## config.mk

```make
export PLATFORM = sky130hd
export DESIGN_NAME = heart_rate_anomaly_detector_unit
export DESIGN_NICKNAME = d
export VERILOG_FILES = /design/src/hdl/hrad_pkg.sv /design/src/hdl/heart_rate_anomaly_detector_unit.sv /design/src/hdl/hrad_ctrl.sv /design/src/hdl/hrad_datapath.sv
export SDC_FILE = /design/constraint.sdc
export NUM_CORES = 1
export LEC_CHECK = 0
export ABC_AREA = 1
export BUFFER_PORTS_ARGS = -buffer_cell sky130_fd_sc_hd__buf_2
export CORE_UTILIZATION = 45
export DETAILED_ROUTE_END_ITERATION = 16
export PLACE_DENSITY = 0.69
export SLEW_MARGIN = 10
export SYNTH_ARGS = -nofsm -noshare
export SYNTH_HDL_FRONTEND = slang
export SYNTH_SLANG_ARGS = --single-unit
```

## constraint.sdc

```tcl
create_clock -name clock -period 8.3 [get_ports clock]
set_input_delay 1.245 -clock clock [delete_from_list [all_inputs] [get_ports clock]]
set_output_delay 1.245 -clock clock [all_outputs]
set_load 0.01 [all_outputs]
```

## src/hdl/hrad_pkg.sv

```systemverilog
// ----------------------------------------------------------------------------
// hrad_pkg
// Types and fixed constants shared by the heart-rate anomaly detector.
// ----------------------------------------------------------------------------
`default_nettype none

package hrad_pkg;

   // field widths
   localparam int BPM_W   = 8;
   localparam int TS_W    = 48;
   localparam int EVT_W   = 2;
   localparam int TACHY_W = 8;
   localparam int BRADY_W = 7;
   localparam int PERS_W  = 16;
   localparam int CSR_IDX_W = 2;
   localparam int CSR_DAT_W = 16;

   // quotient of the mean is at most 250, so eight quotient bits
   localparam int QUO_W  = 8;
   localparam int STEP_W = 3;

   // sample sanity limit
   localparam logic [BPM_W-1:0] BPM_MAX = 8'd250;

   // threshold write limits
   localparam logic [TACHY_W-1:0] TACHY_LOW  = 8'd80;
   localparam logic [TACHY_W-1:0] TACHY_HIGH = 8'd220;
   localparam logic [BRADY_W-1:0] BRADY_LOW  = 7'd20;
   localparam logic [BRADY_W-1:0] BRADY_HIGH = 7'd80;

   // register reset values
   localparam logic [TACHY_W-1:0] TACHY_RESET = 8'd120;
   localparam logic [BRADY_W-1:0] BRADY_RESET = 7'd45;
   localparam logic [PERS_W-1:0]  PERS_RESET  = 16'd3000;

   // register indexes
   localparam logic [CSR_IDX_W-1:0] CSR_TACHY   = 2'd0;
   localparam logic [CSR_IDX_W-1:0] CSR_BRADY   = 2'd1;
   localparam logic [CSR_IDX_W-1:0] CSR_PERSIST = 2'd2;

   // event codes
   localparam logic [EVT_W-1:0] EVT_NONE = 2'd0;
   localparam logic [EVT_W-1:0] EVT_FAST = 2'd1;
   localparam logic [EVT_W-1:0] EVT_SLOW = 2'd2;

   typedef enum logic [2:0] {
      ST_IDLE,
      ST_CHECK,
      ST_DIVIDE,
      ST_EVAL,
      ST_FINISH
   } state_type;

   // controller to datapath
   typedef struct packed {
      logic              capture;   // take the incoming item
      logic              update;    // ring and sum update, divider load
      logic              skip;      // ignored sample: hold the last mean
      logic              div_step;  // one restoring division step
      logic [STEP_W-1:0] step;      // quotient bit being decided
      logic              eval;      // episode tracking and event
      logic              load_out;  // move result into the output register
   } cmd_type;

   // datapath to controller
   typedef struct packed {
      logic sample_ok;
   } status_type;

endpackage

`default_nettype wire

```

## src/hdl/heart_rate_anomaly_detector_unit.sv

```systemverilog
// ----------------------------------------------------------------------------
// heart_rate_anomaly_detector_unit
// Moving-average heart-rate filter with fast and slow rate episode tracking.
//
//   channel  direction  handshake             payload
//   req      in         req_valid/req_ready   req_bpm, req_timestamp_ms
//   rsp      out        rsp_valid/rsp_ready   rsp_event_res, rsp_filtered_bpm
//   csr      in         csr_we                csr_index, csr_wdata
//
// A valid sample passes from acceptance to a loaded result through a ring
// update, the restoring divider (one mean bit per cycle), an evaluation
// and the load of the output register; an ignored sample skips the divider
// and the evaluation. The next item is accepted once back in the idle state.
// Synchronous reset restores the thresholds and empties the window.
// A stalled result waits in the output register; the block only holds in
// its final state when a new result finds that register still occupied.
// ----------------------------------------------------------------------------
`default_nettype none

module heart_rate_anomaly_detector_unit import hrad_pkg::*; #(
   parameter int WINDOW = 5
) (
   input  wire logic                 clock,
   input  wire logic                 reset,
   input  wire logic                 req_valid,
   output logic                      req_ready,
   input  wire logic [BPM_W-1:0]     req_bpm,
   input  wire logic [TS_W-1:0]      req_timestamp_ms,
   output logic                      rsp_valid,
   input  wire logic                 rsp_ready,
   output logic [EVT_W-1:0]          rsp_event_res,
   output logic [BPM_W-1:0]          rsp_filtered_bpm,
   input  wire logic                 csr_we,
   input  wire logic [CSR_IDX_W-1:0] csr_index,
   input  wire logic [CSR_DAT_W-1:0] csr_wdata
);

   cmd_type    cmd;
   status_type status;

   hrad_ctrl u_ctrl (
      .clock     (clock),
      .reset     (reset),
      .req_valid (req_valid),
      .req_ready (req_ready),
      .rsp_valid (rsp_valid),
      .rsp_ready (rsp_ready),
      .status    (status),
      .cmd       (cmd)
   );

   hrad_datapath #(
      .WINDOW (WINDOW)
   ) u_datapath (
      .clock            (clock),
      .reset            (reset),
      .cmd              (cmd),
      .status           (status),
      .req_bpm          (req_bpm),
      .req_timestamp_ms (req_timestamp_ms),
      .csr_we           (csr_we),
      .csr_index        (csr_index),
      .csr_wdata        (csr_wdata),
      .rsp_event_res    (rsp_event_res),
      .rsp_filtered_bpm (rsp_filtered_bpm)
   );

endmodule

`default_nettype wire

```

## src/hdl/hrad_ctrl.sv

```systemverilog
// ----------------------------------------------------------------------------
// hrad_ctrl
// Sequencer for the detector: accepts an item, steps the datapath through
// update, division and evaluation, and owns the result valid flag.
// ----------------------------------------------------------------------------
`default_nettype none

module hrad_ctrl import hrad_pkg::*; (
   input  wire logic       clock,
   input  wire logic       reset,
   input  wire logic       req_valid,
   output logic            req_ready,
   output logic            rsp_valid,
   input  wire logic       rsp_ready,
   input  wire status_type status,
   output cmd_type         cmd
);

   state_type         state_ff, state_in;
   logic [STEP_W-1:0] step_ff, step_in;
   logic              rsp_valid_ff, rsp_valid_in;
   logic              slot_free;

   // output register can take a result this cycle
   assign slot_free = !rsp_valid_ff || rsp_ready;

   // next state
   always_comb begin
      state_in = state_ff;
      case (state_ff)
         ST_IDLE: begin
            if (req_valid) state_in = ST_CHECK;
         end
         ST_CHECK: begin
            state_in = status.sample_ok ? ST_DIVIDE : ST_FINISH;
         end
         ST_DIVIDE: begin
            if (step_ff == '0) state_in = ST_EVAL;
         end
         ST_EVAL: begin
            state_in = ST_FINISH;
         end
         ST_FINISH: begin
            if (slot_free) state_in = ST_IDLE;
         end
         default: begin
            state_in = ST_IDLE;
         end
      endcase
   end

   // outputs
   always_comb begin
      cmd       = '0;
      req_ready = 1'b0;
      cmd.step  = step_ff;
      case (state_ff)
         ST_IDLE: begin
            req_ready   = 1'b1;
            cmd.capture = req_valid;
         end
         ST_CHECK: begin
            cmd.update = status.sample_ok;
            cmd.skip   = !status.sample_ok;
         end
         ST_DIVIDE: begin
            cmd.div_step = 1'b1;
         end
         ST_EVAL: begin
            cmd.eval = 1'b1;
         end
         ST_FINISH: begin
            cmd.load_out = slot_free;
         end
         default: begin
            req_ready = 1'b0;
         end
      endcase
   end

   // quotient bit counter, high bit first
   always_comb begin
      step_in = step_ff;
      if (state_ff == ST_CHECK) begin
         step_in = STEP_W'(QUO_W - 1);
      end else if (state_ff == ST_DIVIDE && step_ff != '0) begin
         step_in = step_ff - 1'b1;
      end
   end

   // result valid flag
   always_comb begin
      rsp_valid_in = rsp_valid_ff;
      if (cmd.load_out) begin
         rsp_valid_in = 1'b1;
      end else if (rsp_ready) begin
         rsp_valid_in = 1'b0;
      end
   end

   always_ff @(posedge clock) begin
      if (reset) begin
         state_ff     <= ST_IDLE;
         step_ff      <= '0;
         rsp_valid_ff <= 1'b0;
      end else begin
         state_ff     <= state_in;
         step_ff      <= step_in;
         rsp_valid_ff <= rsp_valid_in;
      end
   end

   assign rsp_valid = rsp_valid_ff;

endmodule

`default_nettype wire

```

## src/hdl/hrad_datapath.sv

```systemverilog
// ----------------------------------------------------------------------------
// hrad_datapath
// Sample ring, running sum, restoring divider for the mean, episode
// tracking against the thresholds and the configuration registers.
// ----------------------------------------------------------------------------
`default_nettype none

module hrad_datapath import hrad_pkg::*; #(
   parameter int WINDOW = 5
) (
   input  wire logic                 clock,
   input  wire logic                 reset,
   input  wire cmd_type              cmd,
   output status_type                status,
   input  wire logic [BPM_W-1:0]     req_bpm,
   input  wire logic [TS_W-1:0]      req_timestamp_ms,
   input  wire logic                 csr_we,
   input  wire logic [CSR_IDX_W-1:0] csr_index,
   input  wire logic [CSR_DAT_W-1:0] csr_wdata,
   output logic [EVT_W-1:0]          rsp_event_res,
   output logic [BPM_W-1:0]          rsp_filtered_bpm
);

   localparam int SUM_W  = $clog2(int'(BPM_MAX) * WINDOW + 1);
   localparam int FILL_W = $clog2(WINDOW + 1);
   localparam int PTR_W  = (WINDOW > 1) ? $clog2(WINDOW) : 1;

   // configuration
   logic [TACHY_W-1:0] tachy_ff;
   logic [BRADY_W-1:0] brady_ff;
   logic [PERS_W-1:0]  persist_ff;
   logic [TACHY_W-1:0] csr_tachy;
   logic [BRADY_W-1:0] csr_brady;

   // item being worked on
   logic [BPM_W-1:0] bpm_ff;
   logic [TS_W-1:0]  ts_ff;

   // ring and running sum
   logic [BPM_W-1:0]  win_mem [WINDOW];
   logic [BPM_W-1:0]  rd_ff;
   logic [PTR_W-1:0]  wpos_ff, wpos_in;
   logic [FILL_W-1:0] fill_ff, fill_in;
   logic [SUM_W-1:0]  sum_ff, sum_in;
   logic              full;

   // divider
   logic [SUM_W-1:0] rem_ff;
   logic [QUO_W-1:0] quo_ff;
   logic [SUM_W-1:0] trial;
   logic             take;

   // episodes
   logic [BPM_W-1:0] avg_ff;
   logic             fast_ep_ff, fast_ep_in;
   logic             slow_ep_ff, slow_ep_in;
   logic [TS_W-1:0]  fast_start_ff, fast_start_in;
   logic [TS_W-1:0]  slow_start_ff, slow_start_in;
   logic [TS_W:0]    fast_diff, slow_diff;
   logic             fast_fire, slow_fire;
   logic [EVT_W-1:0] event_in;

   // pending and output result
   logic [EVT_W-1:0] pend_evt_ff;
   logic [BPM_W-1:0] pend_avg_ff;
   logic [EVT_W-1:0] out_evt_ff;
   logic [BPM_W-1:0] out_avg_ff;

   assign status.sample_ok = (bpm_ff != '0) && (bpm_ff <= BPM_MAX);

   // configuration writes, out-of-range thresholds dropped
   assign csr_tachy = csr_wdata[TACHY_W-1:0];
   assign csr_brady = csr_wdata[BRADY_W-1:0];

   always_ff @(posedge clock) begin
      if (reset) begin
         tachy_ff   <= TACHY_RESET;
         brady_ff   <= BRADY_RESET;
         persist_ff <= PERS_RESET;
      end else if (csr_we) begin
         case (csr_index)
            CSR_TACHY: begin
               if (csr_tachy >= TACHY_LOW && csr_tachy <= TACHY_HIGH) tachy_ff <= csr_tachy;
            end
            CSR_BRADY: begin
               if (csr_brady >= BRADY_LOW && csr_brady <= BRADY_HIGH) brady_ff <= csr_brady;
            end
            CSR_PERSIST: begin
               persist_ff <= csr_wdata[PERS_W-1:0];
            end
            default: begin
               persist_ff <= persist_ff;
            end
         endcase
      end
   end

   // item capture
   always_ff @(posedge clock) begin
      if (cmd.capture) begin
         bpm_ff <= req_bpm;
         ts_ff  <= req_timestamp_ms;
      end
   end

   // ring memory: the slot about to be overwritten is read ahead of time
   always_ff @(posedge clock) begin
      if (cmd.update) win_mem[wpos_ff] <= bpm_ff;
      rd_ff <= win_mem[wpos_ff];
   end

   // ring update: the oldest sample leaves the sum once the window is full
   assign full = (fill_ff == FILL_W'(WINDOW));

   always_comb begin
      sum_in  = sum_ff - (full ? SUM_W'(rd_ff) : '0) + SUM_W'(bpm_ff);
      wpos_in = (wpos_ff == PTR_W'(WINDOW - 1)) ? '0 : wpos_ff + 1'b1;
      fill_in = full ? fill_ff : fill_ff + 1'b1;
   end

   always_ff @(posedge clock) begin
      if (reset) begin
         sum_ff  <= '0;
         wpos_ff <= '0;
         fill_ff <= '0;
      end else if (cmd.update) begin
         sum_ff  <= sum_in;
         wpos_ff <= wpos_in;
         fill_ff <= fill_in;
      end
   end

   // restoring divider, one quotient bit per cycle
   assign trial = SUM_W'(fill_ff) << cmd.step;
   assign take  = (rem_ff >= trial);

   always_ff @(posedge clock) begin
      if (cmd.update) begin
         rem_ff <= sum_in;
         quo_ff <= '0;
      end else if (cmd.div_step && take) begin
         rem_ff           <= rem_ff - trial;
         quo_ff[cmd.step] <= 1'b1;
      end
   end

   // episode tracking on the new mean
   always_comb begin
      if (quo_ff >= tachy_ff) begin
         fast_ep_in    = 1'b1;
         fast_start_in = fast_ep_ff ? fast_start_ff : ts_ff;
      end else begin
         fast_ep_in    = 1'b0;
         fast_start_in = '0;
      end
      if (quo_ff <= {1'b0, brady_ff}) begin
         slow_ep_in    = 1'b1;
         slow_start_in = slow_ep_ff ? slow_start_ff : ts_ff;
      end else begin
         slow_ep_in    = 1'b0;
         slow_start_in = '0;
      end
   end

   // persistence: signed elapsed time against persist_ms
   assign fast_diff = {1'b0, ts_ff} - {1'b0, fast_start_in};
   assign slow_diff = {1'b0, ts_ff} - {1'b0, slow_start_in};
   assign fast_fire = fast_ep_in && (fast_start_in != '0) && !fast_diff[TS_W]
                      && (fast_diff[TS_W-1:0] >= TS_W'(persist_ff));
   assign slow_fire = slow_ep_in && (slow_start_in != '0) && !slow_diff[TS_W]
                      && (slow_diff[TS_W-1:0] >= TS_W'(persist_ff));

   always_comb begin
      if (fast_fire) begin
         event_in = EVT_FAST;
      end else if (slow_fire) begin
         event_in = EVT_SLOW;
      end else begin
         event_in = EVT_NONE;
      end
   end

   always_ff @(posedge clock) begin
      if (reset) begin
         avg_ff        <= '0;
         fast_ep_ff    <= 1'b0;
         slow_ep_ff    <= 1'b0;
         fast_start_ff <= '0;
         slow_start_ff <= '0;
      end else if (cmd.eval) begin
         avg_ff        <= quo_ff;
         fast_ep_ff    <= fast_ep_in;
         slow_ep_ff    <= slow_ep_in;
         fast_start_ff <= fast_start_in;
         slow_start_ff <= slow_start_in;
      end
   end

   // pending result: ignored samples repeat the held mean
   always_ff @(posedge clock) begin
      if (cmd.eval) begin
         pend_evt_ff <= event_in;
         pend_avg_ff <= quo_ff;
      end else if (cmd.skip) begin
         pend_evt_ff <= EVT_NONE;
         pend_avg_ff <= avg_ff;
      end
   end

   // output register
   always_ff @(posedge clock) begin
      if (cmd.load_out) begin
         out_evt_ff <= pend_evt_ff;
         out_avg_ff <= pend_avg_ff;
      end
   end

   assign rsp_event_res    = out_evt_ff;
   assign rsp_filtered_bpm = out_avg_ff;

endmodule

`default_nettype wire

```

======== Word level (Yosys, flattened, before mapping) ========
Memories as Yosys holds them, arrays and structs flattened. A register that Yosys moved wholly into a read port is not among the register bits.
Cells that the tools add are included.
word-level totals
  output and inout port bits .............. 12
  bits in registers ....................... 256
  bits in writable memories ............... 40
  memories ................................ 1
memory list
  memory              words  width  read ports  clocked after memory_dff  wr ports  RTL line             source
  u_datapath.win_mem  5      8      1           1                         1         hrad_datapath.sv:40  logic [BPM_W-1:0] win_mem [WINDOW];
operators by class
  shift operators ......................... 1
  multiplexer cells ....................... 35
  reduce and logical (&&, ||, !) cells .... 33
  add/subtract/negate cells ............... 8
  order comparisons ....................... 12
  bitwise gates (word level) .............. 2
  equality and inequality tests ........... 11
operators by type and width
  kind                count
  $mux 48             4
  $sub 48x48->49      2
  $ge 48x16->1        2
  $reduce_bool 48->1  2
  $mux 8              3
  $mux 11             2
  $sub 11x11->11      2
  $mux 3              7
  $le 8x8->1 const B  2
  $pmux 3 s5          1
  $logic_and 1x1->1   12
  $mux 1              12
  $add 11x8->11       1
  $ge 11x11->1        1
  $shl 3x3->11        1
  $mux 2              5
  $eq 3x3->1 const B  3
  $reduce_and 3->1    3
  $ge 8x7->1 const B  1
  $ge 8x8->1          1
  $le 8x7->1          1
  $or 8x8->8          1
  $reduce_bool 2->1   4
  $reduce_bool 8->1   1
  other kinds (20)    28

======== Logic depth before layout (Yosys ltp) ========
  depth after elaboration ................. 9
  depth in mapped cells ................... 38

======== Cells and area by module ========
A second synthesis with hierarchy kept.
unflattened totals
  cells, all modules ...................... 3450
  area total of the unflattened synthesis .. 22776.8 um^2
by module, submodules not included
  module         seq. area each (um^2)  instances  cells an instance  area each (um^2)
  hrad_datapath  7216.9                 1          3387               22320.2
  hrad_ctrl      140.1                  1          63                 456.7

======== Worst setup path before layout ========
No wires, ideal clock.
  path kind ............................... input-to-reg
  from .................................... input req_valid
  to ...................................... register u_datapath.bpm_ff[0] (enable)
  stages on the path ...................... 2
  setup slack ............................. 2.663 ns
  setup time .............................. 0.539 ns
  required time ........................... 7.761 ns
  data arrival time ....................... 5.098 ns
  path buffers ............................ 0
  cells stage by stage .................... inv_1 nor3_1
RTL lines
  element                 RTL line                                source
  start: declaration      heart_rate_anomaly_detector_unit.sv:25  input wire logic req_valid,
  end signal: assignment  hrad_datapath.sv:101                    bpm_ff <= req_bpm;
  end: declaration        hrad_datapath.sv:36                     logic [BPM_W-1:0] bpm_ff;

======== Worst setup path after layout ========
  from .................................... register u_datapath.quo_ff[5]
  to ...................................... register u_datapath.pend_evt_ff[0] (data pin)
on the way
  cells in the longest elaborated chain, start to end .. 8
  elaborated cells on any way between the ends .. 12
  classes of those cells .................. add/sub (1); order compare (2); mux (4); reduce/logical (5)
RTL lines
  element                                                 RTL line              source
  start: declaration                                      hrad_datapath.sv:49   logic [QUO_W-1:0] quo_ff;
  start signal: assignment                                hrad_datapath.sv:140  quo_ff <= '0;
  start signal: indexed assignment                        hrad_datapath.sv:143  quo_ff[cmd.step] <= 1'b1;
  $ge 8x8->1 (*)                                          hrad_datapath.sv:149  if (quo_ff >= tachy_ff) begin
  $mux 48 (*)                                             hrad_datapath.sv:149
  named net u_datapath.fast_start_in[0]                   hrad_datapath.sv:57   logic [TS_W-1:0] fast_start_ff, fast_start_in;
  branches (longest 3 deep; another with $sub 48x48->49)  --
  $logic_and 1x1->1 (*)                                   hrad_datapath.sv:169  && (fast_diff[TS_W-1:0] >= TS_W'(persist_ff));
  $mux 2 (*)                                              hrad_datapath.sv:174  if (fast_fire) begin
  $mux 2 (*)                                              hrad_datapath.sv:201  if (cmd.eval) begin
  end signal: assignment                                  hrad_datapath.sv:202  pend_evt_ff <= event_in;
  end: declaration                                        hrad_datapath.sv:64   logic [EVT_W-1:0] pend_evt_ff;
Mark *: on every way through the listed nets, which the timed path passes.
A chain may end at the register's enable or synchronous reset.

==> impl_metrics.tcl <==
set metrics [dict create \
    synth_edf_count 127 \
    ant_nets 0 \
    n_fill_cell 5211 \
    rows 82 \
    synth.area.mux_share_pct 0 \
    cp.arrival_ns 5.52 \
    fin_util_pct 50.20 \
    vias 22399 \
    sw_frac_of_total_pct 37.14 \
    syn_avg_cell_area_um2 6.462 \
    netlist_area_um2 23030 \
    synth_top_family_by_area "simple AND/OR/NAND/NOR gates" \
    placed_cells 4253 \
    rsz0062_at_grt "no" \
    finalSetupViolCount 0 \
    power_mw 4.971 \
    power.internal_mw 3.124 \
    pre_cts_ws_ns 3.132 \
    initial_utilization_pct 45.80 \
    place.port_buffers 90 \
    pwr-share-comb_pct 33.8 \
    final_hold_viol_count 0 \
    p_leak_nw 12.72 \
    post-cts-setup-buffer-count 0 \
    gp_congestion 0.9831 \
    ios 91 \
    h-tree-depth 2 \
    slew_headroom_pct 25.26 \
    synth_top_area_share_pct 19.28 \
    ys.flop_type "dfxtp_1" \
    setup.worst_path.class "reg -> reg" \
    cts_buffers 36 \
    fin_crit_sh_pct 63.03 \
    synth.net_count 3824 \
    die_area_um2 52080 \
    register_area_um2 7360 \
    final-instance-count-excl-fill 4319 \
    ys_types 44 \
    syn2layout_area_growth_pct 9.607 \
    fin_worst_skew_ns 0.03162 \
    drc 0 \
    start_kind "register" \
    synth_compound_area_share_pct 14.25 \
    final_max_slew_viol_count 0 \
    status "finished clean" \
    yosysMostFrequentCell "nand2_1" \
    hold_buffers 0 \
    clockPowerShare_pct 30.6 \
    async_reset_ff_share_pct 0 \
    synthAdderAreaFrac_pct 10.25 \
    clock_sink_count 304 \
    die_h_um 228.2 \
    yosysTopAreaCell "nand2_1" \
    fin_crit_ns 5.231 \
    fin_ws_ns 3.069 \
    p_per_area_nw_per_um2 196.9 \
    multi_input_area_um2 13000 \
    critPathCaptureType "register" \
    fmax_mhz 191.2 \
    wl_per_cell_um 15.61 \
    final_nets 3880 \
    cts_resized 0 \
    crit_path_max_fanout 54 \
    critPathRequiredTime_ns 8.59 \
    ys_seq_area_share_pct 31.95 \
    synth-simple-area-share_pct 30.34 \
    grtUsageTotal_pct 25.59 \
    cts_max_path_buffers 3 \
    ys_ff_latch 304 \
    routed_via_density 5.186 \
    clock-root-buffer "clkbuf_16" \
    antenna_found_initial 1 \
    hp-class "reg -> reg" \
    fin_setup_tns_ns 0 \
    netlist_instances 3563 \
    worst_slew_pin_slew_ns 1.121 \
    clk_latency_ns 0.56 \
    die_x_um 228.2 \
    synthXorXnorAreaFrac_pct 1.521 \
    ir_drop_mv 0.1738 \
    drive_above_1_share_pct 5.211 \
    power_switching_mw 1.846 \
    dp_hpwl_um 53750 \
    drt_first_iter_violations 2082 \
    path_clk_slew_ns 0.06 \
    wirelength_um 67420 \
    synth.area.top_cells "nand2_1, edfxtp_1, dfxtp_1" \
    drv_cap 0 \
    drtPass1Iterations 5 \
    overflow 0 \
    sequentialPowerShare_pct 35.6 \
    synth_top_cells_by_count "nand2_1, inv_1, a21oi_1, o21ai_0, nor2_1" \
    design.core.area_um2 50270 \
    grt_start_max_net_pins 203 \
    ys_warn_count 0 \
    grt_pass1_vias 20186 \
    cts_tree "built" \
    grt_pass1_wl_um 106600 \
]
-- power groups by stage --
| stage | registers (mW) | logic (mW) | clock network (mW) |
|---|---|---|---|
| global placement | 1.80 | 1.64 | 0 |
| global route | 1.78 | 1.91 | 1.61 |
| finish | 1.77 | 1.68 | 1.52 |
| detailed placement | 1.80 | 1.65 | 0 |
| CTS | 1.77 | 1.66 | 1.55 |
| floorplan | 1.75 | 1.24 | 0 |
-- cells by family (layout without fill, tap and decap cells) --
logic type | after synthesis | count (layout)
buffers and inverters | 712 | 795
flip-flops | 304 | 304
AO/OA/AOI/OAI | 610 | 610
AND/OR/NAND/NOR | 1715 | 1715
other | 0 | 1
adder cells (fa/ha/maj) | 182 | 182
XOR/XNOR | 40 | 40
-- final timing paths --
check	start	endpoint	slack (ns)	cells past startpoint
worst max-delay path	u_datapath.quo_ff[5]$_SDFFE_PP0P_	u_datapath.pend_evt_ff[0]$_SDFFCE_PN0P_	3.07	27
worst min-delay path	u_datapath.pend_avg_ff[6]$_DFFE_PP_	u_datapath.rsp_filtered_bpm[6]$_DFFE_PP_	0.41	0
worst max register to register	u_datapath.quo_ff[5]$_SDFFE_PP0P_	u_datapath.pend_evt_ff[0]$_SDFFCE_PN0P_	3.07	27
worst min register to register	u_datapath.pend_avg_ff[6]$_DFFE_PP_	u_datapath.rsp_filtered_bpm[6]$_DFFE_PP_	0.41	0
-- layout by cell type, fill, tap and decap left out, drive strengths merged, types with 105 or more instances in the layout --
cell | synthesis | final
a21oi | 267 | 267
buf | 16 | 105
dfxtp | 177 | 177
edfxtp | 127 | 127
ha | 171 | 171
inv | 625 | 627
nand2 | 1188 | 1188
nand3 | 151 | 151
nor2 | 260 | 260
o21ai | 265 | 265
-- state kept, by name, summed over array words and instances, names as in the netlist, 8 cells and up --
name,count
u_datapath.sum_ff,11
u_datapath.slow_start_ff,48
u_datapath.tachy_ff,8
u_datapath.avg_ff,8
u_datapath.win_mem,40
u_datapath.pend_avg_ff,8
u_datapath.rsp_filtered_bpm,8
u_datapath.quo_ff,8
u_datapath.fast_start_ff,48
u_datapath.rd_ff,8
u_datapath.ts_ff,48
u_datapath.bpm_ff,8
u_datapath.rem_ff,11
u_datapath.persist_ff,16
-- per-stage QoR --
stage | hold WS, ns | cell area (um2)
after floorplan | 0.4003 | 23030
final | 0.4140 | 25240
after detailed placement | 0.4045 | 24130
after global placement | 0.4022 | 24130
after CTS | 0.4096 | 25240
after global routing | 0.4208 | 25240
-- worst max-delay path, cell delays in order, from the launching register on --
cell      delay (ns)
dfxtp_1         0.34
ha_1            0.31
a21oi_1         0.18
nor3_1          0.07
nor3_2          0.12
nand3_2         0.82
nand2_1         0.33
inv_1           0.08
ha_1            0.23
fa_1            0.44
nor2_2          0.19
nand2_1         0.07
nand3_1         0.15
nand2_1         0.07
nand2_1         0.12
xor2_1          0.20
ha_1            0.26
inv_1           0.08
o31a_1          0.14
nand2_1         0.05
nor2_1          0.15
nand4_1         0.09
nor2_1          0.10
nand3b_1        0.08
nor2_1          0.09
nand3_1         0.07
nand2_1         0.08
nor2_1          0.03
-- metal layers --
metal / global-route usage (%) / wire length, um / vias to the layer above
li1: - / - / 11532
met1: 37.89 / 33110 / 10072
met2: 38.49 / 28300 / 705
met3: 3.950 / 4597 / 90
met4: 6.565 / 1411 / 0
met5: 0 / 0 / -
-- cell type report --
class	count	area share [%]
timing repair buffer	105	2.280
clock buffer	46	3.802
antenna	1	0.009915
tap	672	3.332
clock inverter	19	0.5900
inverter	625	9.300
multi-input combinational	2547	51.52
sequential	304	29.16
(Power assumes the default switching activity.)
